===== config.mk =====
export PLATFORM = sky130hd
export DESIGN_NAME = mps_ctrl
export DESIGN_NICKNAME = d
export VERILOG_FILES = /design/src/sv/mps_pkg.sv /design/src/sv/mps_ctrl.sv
export SDC_FILE = /design/constraint.sdc
export NUM_CORES = 1
export LEC_CHECK = 0
export BUFFER_PORTS_ARGS = -buffer_cell sky130_fd_sc_hd__buf_4
export CORE_AREA = 2 2 39 41
export DETAILED_ROUTE_END_ITERATION = 10
export DIE_AREA = 0 0 41 43
export PLACE_DENSITY = 0.72
export SYNTH_ARGS = -nofsm -noshare
export SYNTH_HDL_FRONTEND = slang
export SYNTH_SLANG_ARGS = --single-unit

===== constraint.sdc =====
create_clock -name clk -period 1.7 [get_ports clk]
set_clock_uncertainty 0.1 [all_clocks]
set_input_delay 0.34 -clock clk [delete_from_list [all_inputs] [get_ports clk]]
set_output_delay 0.34 -clock clk [all_outputs]
set_load 0.1 [all_outputs]

===== src/sv/mps_pkg.sv =====
// Shared constants, codes and controller/datapath types for the split selector.
package mps_pkg;

	localparam int MAX_POSITIONS = 32;
	localparam int MAX_CHARS     = 256;
	localparam int SLOTS         = 4;
	localparam int POS_W         = $clog2(MAX_POSITIONS);
	localparam int CHR_W         = $clog2(MAX_CHARS);
	localparam int CNT_W         = POS_W + 1;
	localparam int SIZE_W        = CHR_W + 1;
	localparam int TOTAL_W       = 33;
	localparam int IDX_W         = 32;
	localparam int SLOT_W        = 2;
	localparam int REGIDX_W      = 8;
	localparam int CFG_W         = 32;

	localparam logic [TOTAL_W-1:0] START_DIST = TOTAL_W'(32'h7fffffff);
	localparam logic signed [5:0] NONE_POS = -6'sd1;

	typedef enum logic [1:0] {
		OP_LOAD_SIZE = 2'd0,
		OP_LOAD_CHAR = 2'd1,
		OP_RUN       = 2'd2,
		OP_QUERY     = 2'd3
	} mps_op_t;

	localparam logic [REGIDX_W-1:0] REG_POS_COUNT = 8'd0;
	localparam logic [REGIDX_W-1:0] REG_TARGET    = 8'd1;
	localparam logic [REGIDX_W-1:0] REG_LIMIT     = 8'd2;
	localparam logic [REGIDX_W-1:0] REG_STACKED   = 8'd3;

	typedef enum logic [3:0] {
		ST_IDLE,
		ST_RUN_INIT,
		ST_MUL,
		ST_CMP,
		ST_NEXT,
		ST_RUN_END,
		ST_Q_CHECK,
		ST_DIV,
		ST_RD,
		ST_RD_WAIT,
		ST_RESP
	} mps_state_t;

	typedef struct packed {
		logic accept;
		logic run_init;
		logic mul;
		logic cmp;
		logic next;
		logic run_end;
		logic q_start;
		logic div;
		logic rd;
		logic capture;
		logic out_load;
	} mps_ctl_t;

	typedef struct packed {
		logic target_zero;
		logic n_zero;
		logic k_last;
		logic comb_done;
		logic q_skip;
		logic div_last;
		logic t_zero;
		logic out_free;
	} mps_stat_t;

endpackage


===== src/sv/mps_ctrl.sv =====
// Controller state machine sequencing loads, search and query.
module mps_ctrl (
	input  logic               clk,
	input  logic               arst_n,
	input  logic               req_valid,
	input  logic [1:0]         req_cmd,
	output logic               req_ready,
	input  mps_pkg::mps_stat_t stat,
	output mps_pkg::mps_ctl_t  ctl
);
	import mps_pkg::*;

	mps_state_t state_q, state_nxt;

	always_ff @(posedge clk or negedge arst_n) begin
		if (!arst_n) begin
			state_q <= ST_IDLE;
		end else begin
			state_q <= state_nxt;
		end
	end

	always_comb begin
		state_nxt = state_q;
		ctl = '0;
		req_ready = 1'b0;
		unique case (state_q)
			ST_IDLE: begin
				req_ready = 1'b1;
				if (req_valid) begin
					ctl.accept = 1'b1;
					unique case (mps_op_t'(req_cmd))
						OP_LOAD_SIZE, OP_LOAD_CHAR: state_nxt = ST_RESP;
						OP_RUN:                     state_nxt = ST_RUN_INIT;
						OP_QUERY:                   state_nxt = ST_Q_CHECK;
					endcase
				end
			end
			ST_RUN_INIT: begin
				ctl.run_init = 1'b1;
				if (stat.target_zero) state_nxt = ST_RESP;
				else if (stat.n_zero) state_nxt = ST_RUN_END;
				else state_nxt = ST_MUL;
			end
			ST_MUL: begin
				ctl.mul = 1'b1;
				if (stat.k_last) state_nxt = ST_CMP;
			end
			ST_CMP: begin
				ctl.cmp = 1'b1;
				state_nxt = ST_NEXT;
			end
			ST_NEXT: begin
				ctl.next = 1'b1;
				state_nxt = stat.comb_done ? ST_RUN_END : ST_MUL;
			end
			ST_RUN_END: begin
				ctl.run_end = 1'b1;
				state_nxt = ST_RESP;
			end
			ST_Q_CHECK: begin
				ctl.q_start = 1'b1;
				state_nxt = stat.q_skip ? ST_RESP : ST_DIV;
			end
			ST_DIV: begin
				ctl.div = 1'b1;
				if (stat.div_last) state_nxt = ST_RD;
			end
			ST_RD: begin
				ctl.rd = 1'b1;
				state_nxt = ST_RD_WAIT;
			end
			ST_RD_WAIT: begin
				ctl.capture = 1'b1;
				state_nxt = stat.t_zero ? ST_RESP : ST_DIV;
			end
			ST_RESP: begin
				if (stat.out_free) begin
					ctl.out_load = 1'b1;
					state_nxt = ST_IDLE;
				end
			end
			default: state_nxt = ST_IDLE;
		endcase
	end

endmodule


==> results.md <==
* Result of the run: finished with violations
* Failing checks: setup timing
* Biggest registers after layout: state_q x4
* Detailed Routing Iterations Pass 1 at 4
* Number of register bits inferred by synthesis at 4
* Hold/Removal Path Class: primary input to asynchronous set/reset pin
* Cell count of the worst reg-to-reg path at 5
* Kind of end point of the critical path: output pin
* Total area of multi-input combinational cells at approximately 490 µm²
* Overall via count from detail_route at 738
* Leading post-synthesis cells by cell area: sky130_fd_sc_hd__dfrtp_1, sky130_fd_sc_hd__nor3_1, sky130_fd_sc_hd__nor2_1
* Post-Syn Instances at between 70 and 80
* Port-buffer cells at 24
* Maximum clock frequency at around 550 MHz
* I/O pin cnt at 25
* Setup slack after layout at -0.1339 ns
* Number of global-route vias before repair at a little under 700
* Die X at 41 µm
* Height of the die at 43 µm
* Kind of start point of the critical path: register
* Reported max-cap violation count at 0
* Layout cells sized above 1 at 0.5868
* Antenna diode instance count at 0
* Yosys warning total at 0
* Cell Count, Final, Fillers Out at 137
* DP Wirelength at between 1 and 1.5 mm
* Final Hold Fails at 0
* Critical path start-end classification: register to output pin
* Dpl cells at ~120
* Leakage power figure at just over 0.5 nW
* Wire length per cell at between 15 and 20 µm
* Setup repair after global routing missed its margin: yes
* Highest net fanout along the worst path at 6
* Clock latency at the later pin of the worst-skew pair at 0.26 ns
* Primary flip-flop cell chosen by synthesis mapping: sky130_fd_sc_hd__dfrtp_1
* Net count after synthesis at 90
* CTS HTree Levels at 1
* Fraction of the cycle the final worst path needs at 1.079
* Dominant cell type by area after synthesis: sky130_fd_sc_hd__dfrtp_1
* Antenna-violating nets left at 0
* WP data required at around 1.3 ns
* Endpoints failing setup at 15
* Register area at around 110 µm²
* Core region area at 0.001384 mm²
* Global-route total usage across every layer at 0.2513
* Initial antenna violation count at 0
* Number of max-slew violations in the final report at 0
* Count of flip-flops with a built-in enable after synthesis at 0
* Post-Syn Area at ~550 µm²
* CTS clock-pin slew for the worst setup and hold paths at ~0.050 ns
* Power density over the cells at 2040 mW/mm²
* Maximum count of clock buffers along a single path at 2
* Clock root buffer: sky130_fd_sc_hd__clkbuf_4
* Total number of clock tree sinks at 4
* Top cell type's share of synthesized area at 0.1818
* Flip-flop count of the largest register after layout at 4
* Sequential share of the synthesized area at 0.1818
* Internal reg-to-reg setup slack at -0.07 ns
* Count of unresolved DRC violations after routing at 0
* Rel. slew slack at 0.7136
* Arr. time, crit path at ~1.4 ns
* Post-Syn Area per Cell at approximately 7.1 µm²
* Measured slew at the worst slew-check pin at 0.4288 ns
* Unique cell type count in the Yosys netlist at 31
* Gp weighted congestion at 0.8875
* CTS tree: yes
* Layout filler cell count at 79
* Worst vdd ir at about 1500 µV
* Setup TNS at -0.9962 ns
* Aggregate routed wire length at 2.125 mm
* Initial core utilization at 0.3978
* Wire length of the first global-routing pass at between 3 and 4 mm
* Post-route minimum period at about 1.8 ns
* Die outline area at between 0.0015 and 0.002 mm²
* Ratio of routed vias to standard cells at roughly 5.4
* Synth cell count leaders: sky130_fd_sc_hd__nor2_1, sky130_fd_sc_hd__nor3_1, sky130_fd_sc_hd__a21oi_1, sky130_fd_sc_hd__inv_1, sky130_fd_sc_hd__nand2_1
* Register with the most flip-flops: state_q
* Pin count of the biggest net entering global routing at 10
* Asr flop ratio synth at 1.000
* Growth of design area from synthesis to finish at 113.4%
* TritonCTS Buffers at 3
* Total Nets Final at roughly 140
* Row count at 14
* DRC marker count from the first detailed-route iteration at 40
* Remaining Overflow, GRT at 0
per-stage QoR:
step	utilization	area, µm²	setup WS (ns)	power (mW)	hold slack, ns
3_3_place_gp	0.6329	875.8	0.01852	1.720	0.03678
3_5_place_dp	0.6329	875.8	-0.02084	1.730	0.03752
5_1_grt	0.8490	1175	-0.1667	2.516	0.3037
6_report	0.8490	1175	-0.1339	2.397	0.3021
2_1_floorplan	-	640.6	-0.9858	1.419	-0.05559
4_1_cts	0.8156	1129	-0.09880	2.223	0.3124
layout by cell type, fill, tap and decap left out, types with 3 or more instances in the layout:
master	n
sky130_fd_sc_hd__buf_4	28
sky130_fd_sc_hd__nor2_1	5
sky130_fd_sc_hd__nand2_1	5
sky130_fd_sc_hd__nor3_1	4
sky130_fd_sc_hd__nand2b_4	4
sky130_fd_sc_hd__clkbuf_4	3
sky130_fd_sc_hd__buf_12	10
sky130_fd_sc_hd__dfrtp_2	4
sky130_fd_sc_hd__buf_6	8
sky130_fd_sc_hd__nor3_4	5
sky130_fd_sc_hd__a21oi_1	5
sky130_fd_sc_hd__nor2_4	4
sky130_fd_sc_hd__o21ai_0	3
sky130_fd_sc_hd__inv_1	5
layout make-up:
| class | instances | share of cell area |
|---|---|---|
| multi-input cells | 61 | 0.4207 |
| repair buffers | 47 | 0.4345 |
| inverters | 5 | 0.01597 |
| clock buffers | 4 | 0.02236 |
| flip-flops and latches | 4 | 0.08946 |
| well taps | 16 | 0.01704 |
where the power goes:
part           total [mW]  leakage (nW)  switching [mW]  internal (mW)
Combinational        2.00         0.454            1.16          0.838
Clock               0.154        0.0150          0.0645         0.0897
Sequential          0.242        0.0456          0.0982          0.144
worst paths after layout:
| check | startpoint | end |
|---|---|---|
| max reg2reg | state_q[0] | state_q[1] |
| max in group asynchronous | arst_n | state_q[3] |
| min | arst_n | state_q[0] |
| max | state_q[2] | ctl[9] |
| min in group clk | req_cmd[1] | state_q[3] |
| min reg2reg | state_q[3] | state_q[0] |
layer usage:
metal | GRT usage | part of all wire | vias to the layer above
met3 | 0.03665 | 0.050 | 4
met2 | 0.4156 | 0.51 | 29
met5 | 0 | 0 | -
li1 | - | - | 363
met4 | 0.06667 | 0.019 | 0
met1 | 0.3235 | 0.42 | 342
repair_timing:
item,CTS,global route
buffers inserted,10,1
gates resized for setup,36,10
endpoints found under the hold margin,4,0
hold buffers,1,0
endpoints found under the setup margin,12,15
pin swaps,8,8
cells by family (layout without fill, tap and decap cells):
group | after synthesis | after routing | share of synthesized area
flops | 4 | 4 | 0.1818
compound gates | 18 | 18 | 0.2159
buf+inv | 12 | 56 | 0.1227
simple gates | 43 | 43 | 0.4796
critical path, stage by stage, from the launching register on:
cell	delay, ns
sky130_fd_sc_hd__dfrtp_2	0.48
sky130_fd_sc_hd__buf_6	0.15
sky130_fd_sc_hd__nor3_4	0.27
sky130_fd_sc_hd__buf_12	0.22
No activity file was read; power rests on OpenSTA's default activity.
